--- src/acs_pkg.sv ---
`default_nettype none
package acs_pkg;

  localparam int CHANNELS    = 4;
  localparam int MAX_RUN     = 1024;
  localparam int SAMPLE_BITS = 12;

  localparam int CH_W    = 2;
  localparam int LEN_W   = $clog2(MAX_RUN) + 1;
  localparam int SUM_W   = SAMPLE_BITS + $clog2(MAX_RUN);
  localparam int STEP_W  = $clog2(SUM_W);
  localparam int DB_W    = 12;
  localparam int GAIN_W  = 16;
  localparam int Q_FRAC  = 8;
  localparam int PROD_W  = SAMPLE_BITS + GAIN_W;
  localparam int MA_W    = 20;
  localparam int CFG_W   = 16;
  localparam int CFG_IDX_W = 2;

  localparam logic [MA_W-1:0] CURRENT_MAX = {MA_W{1'b1}};

  localparam int QUEUE_DEPTH = 2;
  localparam int QPTR_W      = $clog2(QUEUE_DEPTH);
  localparam int QCNT_W      = $clog2(QUEUE_DEPTH + 1);

  localparam logic [CFG_IDX_W-1:0] REG_MEASURE_COUNT   = 2'd0;
  localparam logic [CFG_IDX_W-1:0] REG_CALIBRATE_COUNT = 2'd1;
  localparam logic [CFG_IDX_W-1:0] REG_DEADBAND        = 2'd2;
  localparam logic [CFG_IDX_W-1:0] REG_GAIN            = 2'd3;

  localparam logic KIND_MEASURE   = 1'b0;
  localparam logic KIND_CALIBRATE = 1'b1;

  typedef struct packed {
    logic [LEN_W-1:0]  measure_count;
    logic [LEN_W-1:0]  calibrate_count;
    logic [DB_W-1:0]   deadband_counts;
    logic [GAIN_W-1:0] gain_q8;
  } cfg_t;

  typedef struct packed {
    logic [CH_W-1:0]  channel;
    logic             kind;
    logic [SUM_W-1:0] sum;
    logic [LEN_W-1:0] length;
  } job_t;

  typedef enum logic [1:0] {
    BK_IDLE,
    BK_DIVIDE,
    BK_SCALE,
    BK_FINISH
  } back_state_t;

  function automatic logic [LEN_W-1:0] clamp_count(input logic [LEN_W-1:0] c);
    logic [LEN_W-1:0] r;
    r = c;
    if (c == '0) r = LEN_W'(1);
    else if (c > LEN_W'(MAX_RUN)) r = LEN_W'(MAX_RUN);
    return r;
  endfunction

endpackage
`default_nettype wire

--- src/acs_in_if.sv ---
`default_nettype none
interface acs_in_if;
  logic                           valid;
  logic                           ready;
  logic [acs_pkg::CH_W-1:0]        channel;
  logic                           kind;
  logic [acs_pkg::SAMPLE_BITS-1:0] sample;

  modport source (output valid, channel, kind, sample, input ready);
  modport sink   (input valid, channel, kind, sample, output ready);
endinterface
`default_nettype wire

--- src/acs_out_if.sv ---
`default_nettype none
interface acs_out_if;
  logic                            valid;
  logic                            ready;
  logic [acs_pkg::CH_W-1:0]         result_channel;
  logic                            result_kind;
  logic [acs_pkg::SAMPLE_BITS-1:0]  average;
  logic [acs_pkg::MA_W-1:0]         current_ma;

  modport source (output valid, result_channel, result_kind, average, current_ma,
                  input ready);
  modport sink   (input valid, result_channel, result_kind, average, current_ma,
                  output ready);
endinterface
`default_nettype wire

--- src/acs_front.sv ---
`default_nettype none
module acs_front (
  input  wire logic          clk,
  input  wire logic          rst,
  input  acs_pkg::cfg_t      cfg,
  acs_in_if.sink             samples,
  input  wire logic          q_full,
  output logic               push,
  output acs_pkg::job_t      push_job
);

  logic [acs_pkg::SUM_W-1:0] run_sum    [acs_pkg::CHANNELS];
  logic [acs_pkg::LEN_W-1:0] run_length [acs_pkg::CHANNELS];
  logic                      run_kind   [acs_pkg::CHANNELS];

  logic                      accept;
  logic                      in_range;
  logic                      restart;
  logic [acs_pkg::SUM_W-1:0] sum_next;
  logic [acs_pkg::LEN_W-1:0] length_next;
  logic [acs_pkg::LEN_W-1:0] target;
  logic                      done;

  assign samples.ready = !q_full;
  assign accept   = samples.valid && samples.ready;
  assign in_range = 32'(samples.channel) < acs_pkg::CHANNELS;

  always_comb begin
    // drop a run in progress when the sample kind changes
    restart = (run_length[samples.channel] != '0) &&
              (run_kind[samples.channel] != samples.kind);
    sum_next    = (restart ? '0 : run_sum[samples.channel]) +
                  acs_pkg::SUM_W'(samples.sample);
    length_next = (restart ? '0 : run_length[samples.channel]) + acs_pkg::LEN_W'(1);
    target = acs_pkg::clamp_count(samples.kind ? cfg.calibrate_count
                                               : cfg.measure_count);
    done = length_next >= target;
  end

  assign push = accept && in_range && done;
  assign push_job = '{channel: samples.channel, kind: samples.kind,
                      sum: sum_next, length: length_next};

  always_ff @(posedge clk) begin
    if (rst) begin
      for (int i = 0; i < acs_pkg::CHANNELS; i++) begin
        run_sum[i]    <= '0;
        run_length[i] <= '0;
        run_kind[i]   <= 1'b0;
      end
    end else if (accept && in_range) begin
      run_kind[samples.channel] <= samples.kind;
      if (done) begin
        run_sum[samples.channel]    <= '0;
        run_length[samples.channel] <= '0;
      end else begin
        run_sum[samples.channel]    <= sum_next;
        run_length[samples.channel] <= length_next;
      end
    end
  end

endmodule
`default_nettype wire

--- src/acs_queue.sv ---
`default_nettype none
module acs_queue (
  input  wire logic      clk,
  input  wire logic      rst,
  input  wire logic      push,
  input  acs_pkg::job_t  push_job,
  output logic           full,
  input  wire logic      pop,
  output logic           pending,
  output acs_pkg::job_t  head
);

  acs_pkg::job_t              slots [acs_pkg::QUEUE_DEPTH];
  logic [acs_pkg::QPTR_W-1:0] wr_ptr;
  logic [acs_pkg::QPTR_W-1:0] rd_ptr;
  logic [acs_pkg::QCNT_W-1:0] count;
  logic                       do_push;
  logic                       do_pop;

  function automatic logic [acs_pkg::QPTR_W-1:0] advance(
    input logic [acs_pkg::QPTR_W-1:0] p);
    logic [acs_pkg::QPTR_W-1:0] r;
    r = (32'(p) == acs_pkg::QUEUE_DEPTH - 1) ? '0 : p + acs_pkg::QPTR_W'(1);
    return r;
  endfunction

  assign full    = 32'(count) == acs_pkg::QUEUE_DEPTH;
  assign pending = count != '0;
  assign head    = slots[rd_ptr];
  assign do_push = push && !full;
  assign do_pop  = pop && pending;

  always_ff @(posedge clk) begin
    if (do_push) slots[wr_ptr] <= push_job;
  end

  always_ff @(posedge clk) begin
    if (rst) begin
      wr_ptr <= '0;
      rd_ptr <= '0;
      count  <= '0;
    end else begin
      if (do_push) wr_ptr <= advance(wr_ptr);
      if (do_pop)  rd_ptr <= advance(rd_ptr);
      case ({do_push, do_pop})
        2'b10:   count <= count + acs_pkg::QCNT_W'(1);
        2'b01:   count <= count - acs_pkg::QCNT_W'(1);
        default: count <= count;
      endcase
    end
  end

endmodule
`default_nettype wire

--- src/acs_back.sv ---
`default_nettype none
module acs_back (
  input  wire logic      clk,
  input  wire logic      rst,
  input  acs_pkg::cfg_t  cfg,
  input  wire logic      pending,
  input  acs_pkg::job_t  head,
  output logic           pop,
  acs_out_if.source      results
);

  acs_pkg::back_state_t state;
  acs_pkg::back_state_t state_next;

  logic [acs_pkg::SAMPLE_BITS-1:0] zero_offset [acs_pkg::CHANNELS];

  logic [acs_pkg::CH_W-1:0]   job_channel;
  logic                       job_kind;
  logic [acs_pkg::SUM_W-1:0]  quo;
  logic [acs_pkg::LEN_W-1:0]  rem;
  logic [acs_pkg::LEN_W-1:0]  divisor;
  logic [acs_pkg::STEP_W-1:0] step;
  logic [acs_pkg::LEN_W:0]    trial;
  logic                       fits;
  logic                       last_step;

  logic [acs_pkg::SAMPLE_BITS-1:0] avg;
  logic [acs_pkg::SAMPLE_BITS-1:0] corrected;
  logic [acs_pkg::PROD_W-1:0]      product;
  logic                            pass;
  logic [acs_pkg::PROD_W-acs_pkg::Q_FRAC-1:0] scaled;
  logic [acs_pkg::MA_W-1:0]        ma;

  logic load_out;
  logic out_valid;

  // one quotient bit per cycle, restoring form
  assign trial     = {rem, quo[acs_pkg::SUM_W-1]};
  assign fits      = trial >= {1'b0, divisor};
  assign last_step = 32'(step) == acs_pkg::SUM_W - 1;

  assign avg       = quo[acs_pkg::SAMPLE_BITS-1:0];
  assign corrected = (avg > zero_offset[job_channel]) ? avg - zero_offset[job_channel] : '0;
  assign scaled    = product[acs_pkg::PROD_W-1:acs_pkg::Q_FRAC];
  assign ma = (!pass) ? '0 :
              (scaled > (acs_pkg::PROD_W-acs_pkg::Q_FRAC)'(acs_pkg::CURRENT_MAX)) ?
              acs_pkg::CURRENT_MAX : acs_pkg::MA_W'(scaled);

  always_comb begin
    state_next = state;
    case (state)
      acs_pkg::BK_IDLE:   if (pending) state_next = acs_pkg::BK_DIVIDE;
      acs_pkg::BK_DIVIDE: if (last_step) state_next = acs_pkg::BK_SCALE;
      acs_pkg::BK_SCALE:  state_next = acs_pkg::BK_FINISH;
      acs_pkg::BK_FINISH: if (!out_valid || results.ready) state_next = acs_pkg::BK_IDLE;
      default:            state_next = acs_pkg::BK_IDLE;
    endcase
  end

  always_comb begin
    pop      = 1'b0;
    load_out = 1'b0;
    case (state)
      acs_pkg::BK_IDLE:   pop = pending;
      acs_pkg::BK_FINISH: load_out = !out_valid || results.ready;
      default: begin
        pop      = 1'b0;
        load_out = 1'b0;
      end
    endcase
  end

  always_ff @(posedge clk) begin
    if (rst) state <= acs_pkg::BK_IDLE;
    else     state <= state_next;
  end

  always_ff @(posedge clk) begin
    case (state)
      acs_pkg::BK_IDLE: begin
        job_channel <= head.channel;
        job_kind    <= head.kind;
        quo         <= head.sum;
        divisor     <= head.length;
        rem         <= '0;
        step        <= '0;
      end
      acs_pkg::BK_DIVIDE: begin
        rem  <= fits ? acs_pkg::LEN_W'(trial - {1'b0, divisor})
                     : trial[acs_pkg::LEN_W-1:0];
        quo  <= {quo[acs_pkg::SUM_W-2:0], fits};
        step <= step + acs_pkg::STEP_W'(1);
      end
      acs_pkg::BK_SCALE: begin
        product <= acs_pkg::PROD_W'(corrected) * acs_pkg::PROD_W'(cfg.gain_q8);
        pass    <= (job_kind == acs_pkg::KIND_MEASURE) &&
                   (corrected >= cfg.deadband_counts);
      end
      default: begin
      end
    endcase
  end

  always_ff @(posedge clk) begin
    if (rst) begin
      for (int i = 0; i < acs_pkg::CHANNELS; i++) zero_offset[i] <= '0;
    end else if (state == acs_pkg::BK_SCALE && job_kind == acs_pkg::KIND_CALIBRATE) begin
      zero_offset[job_channel] <= avg;
    end
  end

  always_ff @(posedge clk) begin
    if (rst) begin
      out_valid <= 1'b0;
    end else if (load_out) begin
      out_valid <= 1'b1;
    end else if (results.ready) begin
      out_valid <= 1'b0;
    end
  end

  always_ff @(posedge clk) begin
    if (load_out) begin
      results.result_channel <= job_channel;
      results.result_kind    <= job_kind;
      results.average        <= avg;
      results.current_ma     <= ma;
    end
  end

  assign results.valid = out_valid;

`ifndef SYNTHESIS
  a_rem_below_divisor: assert property (@(posedge clk) disable iff (rst)
    state == acs_pkg::BK_DIVIDE |-> rem < divisor)
    else $error("divider remainder not below divisor");

  a_quotient_fits: assert property (@(posedge clk) disable iff (rst)
    state == acs_pkg::BK_SCALE |-> quo[acs_pkg::SUM_W-1:acs_pkg::SAMPLE_BITS] == '0)
    else $error("average exceeds sample range");

  a_calibrate_no_current: assert property (@(posedge clk) disable iff (rst)
    out_valid && results.result_kind == acs_pkg::KIND_CALIBRATE |->
      results.current_ma == '0)
    else $error("calibration result carries current");

  a_pop_starts_divide: assert property (@(posedge clk) disable iff (rst)
    pop |=> state == acs_pkg::BK_DIVIDE && step == '0 && rem == '0)
    else $error("divider not started after pop");
`endif

endmodule
`default_nettype wire

--- src/averaged_current_sense.sv ---
`default_nettype none
// Four-channel averaging current sense. Each sample transfer on "samples" carries a
// channel, a kind (measure or calibrate) and a 12-bit ADC value; every channel sums its
// own run, and a change of kind restarts the run with the new sample. When a run reaches
// its count (0 acts as 1, above 1024 acts as 1024) one result transfer follows on
// "results": the truncated average and, for a measure run, the offset-corrected count
// (clamped at zero, zeroed below the deadband) scaled by the Q8 gain to milliamps. A
// calibrate run stores its average as the channel's zero offset and reports 0 mA.
// Samples are taken every cycle while the two-entry job queue has room; each completed
// run goes through load, divide, scale and output steps in the back end, dividing on
// the shared restoring divider (one quotient bit per cycle over the 22-bit sum). Write
// configuration only while idle; registers are measure_count, calibrate_count,
// deadband_counts and gain_q8 at indexes 0 to 3.
module averaged_current_sense (
  input  wire logic                            clk,
  input  wire logic                            rst,
  acs_in_if.sink                               samples,
  acs_out_if.source                            results,
  input  wire logic                            cfg_we,
  input  wire logic [acs_pkg::CFG_IDX_W-1:0]   cfg_index,
  input  wire logic [acs_pkg::CFG_W-1:0]       cfg_data
);

  acs_pkg::cfg_t cfg;
  acs_pkg::job_t push_job;
  acs_pkg::job_t head;
  logic          push;
  logic          q_full;
  logic          pop;
  logic          pending;

  // hold configuration; reset values match the default run lengths and scaling
  always_ff @(posedge clk) begin
    if (rst) begin
      cfg.measure_count   <= acs_pkg::LEN_W'(64);
      cfg.calibrate_count <= acs_pkg::LEN_W'(200);
      cfg.deadband_counts <= acs_pkg::DB_W'(149);
      cfg.gain_q8         <= acs_pkg::GAIN_W'(5158);
    end else if (cfg_we) begin
      case (cfg_index)
        acs_pkg::REG_MEASURE_COUNT:   cfg.measure_count   <= cfg_data[acs_pkg::LEN_W-1:0];
        acs_pkg::REG_CALIBRATE_COUNT: cfg.calibrate_count <= cfg_data[acs_pkg::LEN_W-1:0];
        acs_pkg::REG_DEADBAND:        cfg.deadband_counts <= cfg_data[acs_pkg::DB_W-1:0];
        acs_pkg::REG_GAIN:            cfg.gain_q8         <= cfg_data[acs_pkg::GAIN_W-1:0];
        default:                      cfg <= cfg;
      endcase
    end
  end

  // front: accumulate runs, emit one job per completed run
  acs_front u_front (
    .clk      (clk),
    .rst      (rst),
    .cfg      (cfg),
    .samples  (samples),
    .q_full   (q_full),
    .push     (push),
    .push_job (push_job)
  );

  // decouple run completion from the slow divide
  acs_queue u_queue (
    .clk      (clk),
    .rst      (rst),
    .push     (push),
    .push_job (push_job),
    .full     (q_full),
    .pop      (pop),
    .pending  (pending),
    .head     (head)
  );

  // back: divide, correct, scale and register the result
  acs_back u_back (
    .clk     (clk),
    .rst     (rst),
    .cfg     (cfg),
    .pending (pending),
    .head    (head),
    .pop     (pop),
    .results (results)
  );

endmodule
`default_nettype wire

--- src/flat_wrapper.sv ---
// flat-port wrapper written by rule: the top's interface ports become plain ports
module averaged_current_sense_flat 
  (clk, rst, cfg_we, cfg_index, cfg_data, samples_valid, samples_channel, samples_kind, samples_sample, samples_ready, results_valid, results_result_channel, results_result_kind, results_average, results_current_ma, results_ready);
  acs_in_if samples_i ();
  acs_out_if results_i ();
  input  wire logic clk;
  input  wire logic rst;
  input  wire logic cfg_we;
  input  wire logic [acs_pkg::CFG_IDX_W-1:0] cfg_index;
  input  wire logic [acs_pkg::CFG_W-1:0] cfg_data;
  input wire logic [$bits(samples_i.valid)-1:0] samples_valid;
  input wire logic [$bits(samples_i.channel)-1:0] samples_channel;
  input wire logic [$bits(samples_i.kind)-1:0] samples_kind;
  input wire logic [$bits(samples_i.sample)-1:0] samples_sample;
  output wire logic [$bits(samples_i.ready)-1:0] samples_ready;
  output wire logic [$bits(results_i.valid)-1:0] results_valid;
  output wire logic [$bits(results_i.result_channel)-1:0] results_result_channel;
  output wire logic [$bits(results_i.result_kind)-1:0] results_result_kind;
  output wire logic [$bits(results_i.average)-1:0] results_average;
  output wire logic [$bits(results_i.current_ma)-1:0] results_current_ma;
  input wire logic [$bits(results_i.ready)-1:0] results_ready;
  assign samples_i.valid = samples_valid;
  assign samples_i.channel = samples_channel;
  assign samples_i.kind = samples_kind;
  assign samples_i.sample = samples_sample;
  assign samples_ready = samples_i.ready;
  assign results_valid = results_i.valid;
  assign results_result_channel = results_i.result_channel;
  assign results_result_kind = results_i.result_kind;
  assign results_average = results_i.average;
  assign results_current_ma = results_i.current_ma;
  assign results_i.ready = results_ready;
  averaged_current_sense u_core (.clk(clk), .rst(rst), .samples(samples_i), .results(results_i), .cfg_we(cfg_we), .cfg_index(cfg_index), .cfg_data(cfg_data));
endmodule
--- config.mk ---
export PLATFORM = sky130hd
export DESIGN_NAME = averaged_current_sense_flat
export DESIGN_NICKNAME = d
export VERILOG_FILES = /design/src/acs_pkg.sv /design/src/acs_in_if.sv /design/src/acs_out_if.sv /design/src/acs_front.sv /design/src/acs_queue.sv /design/src/acs_back.sv /design/src/averaged_current_sense.sv /design/src/flat_wrapper.sv
export SDC_FILE = /design/constraint.sdc
export NUM_CORES = 1
export LEC_CHECK = 0
export BUFFER_PORTS_ARGS = -buffer_cell sky130_fd_sc_hd__buf_2
export CORE_ASPECT_RATIO = 0.8
export CORE_UTILIZATION = 59
export CTS_CLUSTER_DIAMETER = 30
export DETAILED_ROUTE_END_ITERATION = 10
export HOLD_SLACK_MARGIN = 0.15
export PLACE_DENSITY = 0.76
export SYNTH_ARGS = -nofsm -noshare
export SYNTH_HDL_FRONTEND = slang
export SYNTH_SLANG_ARGS = --single-unit
--- constraint.sdc ---
create_clock -name clk -period 11.4 [get_ports clk]
set_input_delay 0 -clock clk [delete_from_list [all_inputs] [get_ports clk]]
set_output_delay 0 -clock clk [all_outputs]
set_load 0.02 [all_outputs]
After elaboration in Yosys (flattened, before gate mapping)
Memory sizes are Yosys's and may differ from the RTL's. A register that Yosys moved wholly into a read port is not among the register bits. Index checks and enable logic that the tools add are counted.

Register bits: 173. Latch bits: 0. RAM bits: 256. Bits in read-only memories: 0. Bits of input ports: 38. Output and inout bits: 37. Logic and storage cells: 143. Memories: 5.

Memories: u_core.u_front.run_sum (words 4, bits a word 22, rd ports 1, clocked after memory_dff 0, write ports 4, RTL line acs_front.sv:12) `logic [acs_pkg::SUM_W-1:0] run_sum [acs_pkg::CHANNELS];`; u_core.u_queue.slots (words 2, bits a word 36, rd ports 1, clocked after memory_dff 1, write ports 1, RTL line acs_queue.sv:13) `acs_pkg::job_t slots [acs_pkg::QUEUE_DEPTH];`; u_core.u_back.zero_offset (words 4, bits a word 12, rd ports 1, clocked after memory_dff 1, write ports 4, RTL line acs_back.sv:15) `logic [acs_pkg::SAMPLE_BITS-1:0] zero_offset [acs_pkg::CHANNELS];`; u_core.u_front.run_length (words 4, bits a word 11, rd ports 1, clocked after memory_dff 0, write ports 4, RTL line acs_front.sv:13) `logic [acs_pkg::LEN_W-1:0] run_length [acs_pkg::CHANNELS];`; u_core.u_front.run_kind (words 4, bits a word 1, rd ports 1, clocked after memory_dff 0, write ports 4, RTL line acs_front.sv:14) `logic run_kind [acs_pkg::CHANNELS];`.

Add/sub/neg operators: 9. Multiply operators: 1. Divide/modulo/power cells: 0. Order comparisons: 6. Eq/ne operators: 14. Shift-type cells: 0. Muxes and demuxes: 57. Bitwise logic cells: 3. Reductions and logical operators: 27.

Operators with widths (number): $mux 11 (7); $mux 22 (3); $pmux 22 s2 (1); $mux 1 (31); $mul 12x16->28 (1); $mux 12 (2); $add 22x12->22 (1); $pmux 11 s2 (1); $reduce_or 22->1 (1); $gt 20x20->1 const B (1); $mux 20 (1); $mux 2 (8); $eq 2x2->1 const B (6); $ge 12x11->1 (1); $ge 12x12->1 (1); $gt 12x12->1 (1); $reduce_or 12->1 (1); $sub 12x12->12 (1); $add 11x1->11 const B (1); $ge 11x11->1 (1); $gt 11x11->1 const B (1); $logic_not 11->1 (1); $reduce_bool 11->1 (1); $reduce_or 11->1 (1); 22 further kinds (42).

Logic depth before layout (Yosys ltp)
An unclocked memory read counts as a cell.

Word-level depth: 13. Depth in mapped cells: 32. Depth with buffers taken out: 30.

Modules after synthesis
A second synthesis with hierarchy kept.

Cells, all modules: 2224. Area total of the unflattened synthesis: 26098.8 sq um.

Modules (own cells, without submodules): acs_back (times used 1, cells each 1280, area each 13834.5 sq um, seq. area each 4784.6 sq um); acs_front (times used 1, cells each 609, area each 7399.6 sq um, seq. area each 4083.9 sq um); acs_queue (times used 1, cells each 138, area each 2813.9 sq um, seq. area each 2262.2 sq um); averaged_current_sense (times used 1, cells each 197, area each 2050.7 sq um, seq. area each 1001.0 sq um).

Least setup slack after synthesis
Ideal clock, no wire load.

Path kind: flip-flop to flip-flop. Start point: register with a tool-made name. End point: register u_core.u_back.product[21] (netlist name) (data pin). Setup time: 258 ps. Arrival: 8233 ps. Data required time: 11142 ps. Setup slack: 2909 ps. Stages on the path, launching flop included: 30. Buffers on the path: 2. Clock period less this slack: 8491 ps. Cell sequence: dfxtp_1 > buf_1 > mux4_2 > ha_1 > fa_1 > nand2b_1 > a211oi_1 > o21a_1 > o21a_1 > o21a_1 > nor3_1 > nor3_1 > clkbuf_1 > nand2_1 > fa_1 > fa_1 > fa_1 > inv_1 > fa_1 > inv_1 > fa_1 > inv_1 > ha_1 > a21o_1 > a21oi_1 > or3b_2 > o21ai_0 > o211ai_1 > a31oi_1 > xnor2_1.

RTL lines: end signal, assigned (RTL line acs_back.sv:95) `product <= acs_pkg::PROD_W'(corrected) * acs_pkg::PROD_W'(cfg.gain_q8);`; end, declared (RTL line acs_back.sv:29) `logic [acs_pkg::PROD_W-1:0] product;`.

==> metrics.md <==
| Metric | Value |
|---|---|
| Outcome | `finished clean` |
| Crit path max-delay family | `adder cells` |
| Worst EP arrival | `roughly 10,000 ps` |
| FF/Latch Area | `0.0121 mm^2` |
| Max FO, Critical Path | `17` |
| Congestion Overflow GR | `0` |
| Worst-Skew Late Latency | `620 ps` |
| Post-CTS resize count | `0` |
| Critical path type | `reg -> reg` |
| Die height | `188 um` |
| Setup crit end kind | `register` |
| Routability cong. | `0.907` |
| IO Port Bufs | `74` |
| Synthesis-to-finish area growth | `15.7%` |
| Post-synth EDFFs | `364` |
| Post-Syn Area | `roughly 0.025 mm^2` |
| Post-route DRC | `0` |
| Drt pass-1 iters | `5` |
| Fmax | `101 MHz` |
| Hold-fix buffers at CTS | `57` |
| Asr flop ratio synth | `0%` |
| Synth unique cells | `65` |
| Routed wire per std cell | `19.8 um` |
| H-tree levels | `3` |
| Top cell type's share of synthesized area | `42.9%` |
| CP peak stage delay | `1060 ps` |
| Vias per cell | `5.92` |
| Filler cell count | `2,907` |
| Final hold violation count | `0` |
| I/O pins | `75` |
| Syn avg cell area | `between 10 and 15 um^2` |
| Buffers & Inverters on Critical Path | `3` |
| Ratio of final minimum period to clock period | `86.5%` |
| Slew headroom | `under 10%` |
| Initial Util | `about 60%` |
| # setup viols final | `0` |
| Dominant cell type by area after synthesis | `edfxtp_1` |
| Row count | `67` |
| CP Data Required Time | `around 12,000 ps` |
| Most frequent CP cell | `fa_1` |
| First-pass GRT wire length | `95,700 um` |
| Clock buffer count from CTS | `75` |
| Sequential area share after synthesis | `47.6%` |
| Commonest non-fill, non-tap cell in the layout | `edfxtp_1` |
| Core area | `0.0423 mm^2` |
| Synth Instances | `2,228` |
| Setup repair bufs after CTS | `0` |
| Syn. warnings | `0` |
| Worst-margin pin slew | `roughly 1400 ps` |
| Die X | `between 200 and 250 um` |
| CTS max path bufs | `3` |
| Final Core Density | `69.8%` |
| Max Cap Viol | `0` |
| CTS tree | `built` |
| Number of global-route vias before repair | `18,200` |
| Top_reg_cell synth | `edfxtp_1` |
| Hold Slack | `222 ps` |
| Synth top area cells | `edfxtp_1, fa_1, ha_1` |
| Routed Antenna Nets | `0` |
| Drt initial violations | `1,598` |
| RSZ-0062 raised after global routing | `no` |
| Post-route minimum period | `between 9000 and 10,000 ps` |
| Final Max Tran Viols | `0` |
| Total clock sinks | `between 400 and 500` |
| Pin count of the biggest net entering global routing | `66` |
| Reg clk slew, reported paths | `roughly 50 ps` |
| Final wirelength | `59,000 um` |
| CP Launch Type | `register` |
| Most frequent cells in the layout | `edfxtp_1, nand2_1, inv_1` |
| GRT Total Usage | `28.1%` |
| Share of post-route cells with drive strength above 1 | `13.6%` |
| Non-filler cells, final | `2,973` |
| Initial antenna violation count | `1` |
| Routed vias | `17,600` |
| Dpl hpwl | `slightly below 40,000 um` |
| Placed cells | `2,778` |
| Layout net count | `2,668` |
| #FFs+latches synth | `around 420` |
| Die Area | `around 0.044 mm^2` |
| Setup TNS | `0 ps` |
| Crit-path slowest cell | `nor2_1` |
| Area of the multi-input gates | `approximately 0.012 mm^2` |
| CTS root buf | `clkbuf_16` |
| Worst clock skew | `25.4 ps` |
| HP Class | `in -> reg` |
| Synthesized Nets | `around 2,500` |
| Diodes inserted | `0` |
[final timing paths]
check	start	end	depth (start not counted)	slack, ps
worst max-delay path	register	u_core.u_back.product[27]	26	1540
worst min-delay path	cfg_data[7]	u_core.cfg[35]	4	220
worst max register to register	register	u_core.u_back.product[27]	26	1540
worst min register to register	u_core.cfg[38]	u_core.cfg[38]	2	460
[per-stage QoR]
step                area [um^2]  setup WS, ps
CTS                       29500          1700
global placement          26400          2050
finish                    29500          1540
global route              29500          1030
floorplan                 25500          2910
detailed placement        26400          1740
[flip-flops by register name, indices dropped and copies added, names as in the netlist, 4 cells and up, named ones only]
signal,flops
u_core.u_front.run_sum,88
u_core.u_queue.slots,72
u_core.cfg,50
u_core.u_back.zero_offset,48
u_core.u_front.run_length,44
u_core.u_back.quo,22
u_core.u_back.product,20
u_core.u_back.results.current_ma,20
u_core.u_back.results.average,12
u_core.u_back.divisor,11
u_core.u_back.rem,11
u_core.u_back.step,5
u_core.u_front.run_kind,4
[synthesized netlist by cell type (all sizes together), types with 4 or more instances]
cell type	n
fa	142
mux4	45
a21oi	68
nor3	56
or3	4
nand3b	13
buf	10
a211oi	10
nand4	19
xor2	24
nor3b	5
o211ai	6
mux2	29
nand2b	12
and4	13
and2	128
mux2i	43
and3	27
or2	14
clkbuf	86
a211o	6
o21ai	44
inv	242
xnor2	41
nand2	269
a21o	22
nor4	13
o21a	18
a21boi	4
nand3	23
ha	128
a31oi	5
nor2	169
edfxtp	364
dfxtp	60
nor2b	38
[cell families after synthesis]
| kind of cell | after synthesis | synth area share [%] |
|---|---|---|
| buffers and inverters | 338 | 5.06 |
| AO/OA/AOI/OAI | 206 | 5.17 |
| XOR/XNOR | 65 | 2.23 |
| multiplexers | 117 | 6.95 |
| flip-flops | 424 | 47.6 |
| adder cells (fa/ha/maj) | 270 | 17.4 |
| AND/OR/NAND/NOR | 808 | 15.5 |
[cell type report]
cell class,instances,area share (%)
Sequential cell,424,41.2
Multi-Input combinational cell,1466,41.0
Clock buffer,81,6.62
Timing Repair Buffer,151,3.70
Inverter,242,3.08
Tap cell,552,2.34
Clock inverter,57,2.05
[tightest hold or removal path: stages]
cell and delay [ps]:
dlygate4sd3_1 510, buf_2 150, nand2_1 60, nand3b_1 70
[per-layer routing]
layer	vias up	wire length, um	GRT usage (%)
met2	833	26600	42.6
li1	7933	-	-
met1	8736	25400	40.4
met3	113	5520	6.31
met4	0	1500	8.88
met5	-	0	0
Power is not shown: default switching activity piles up to over one toggle a cycle in this logic, so the estimate is an artifact.
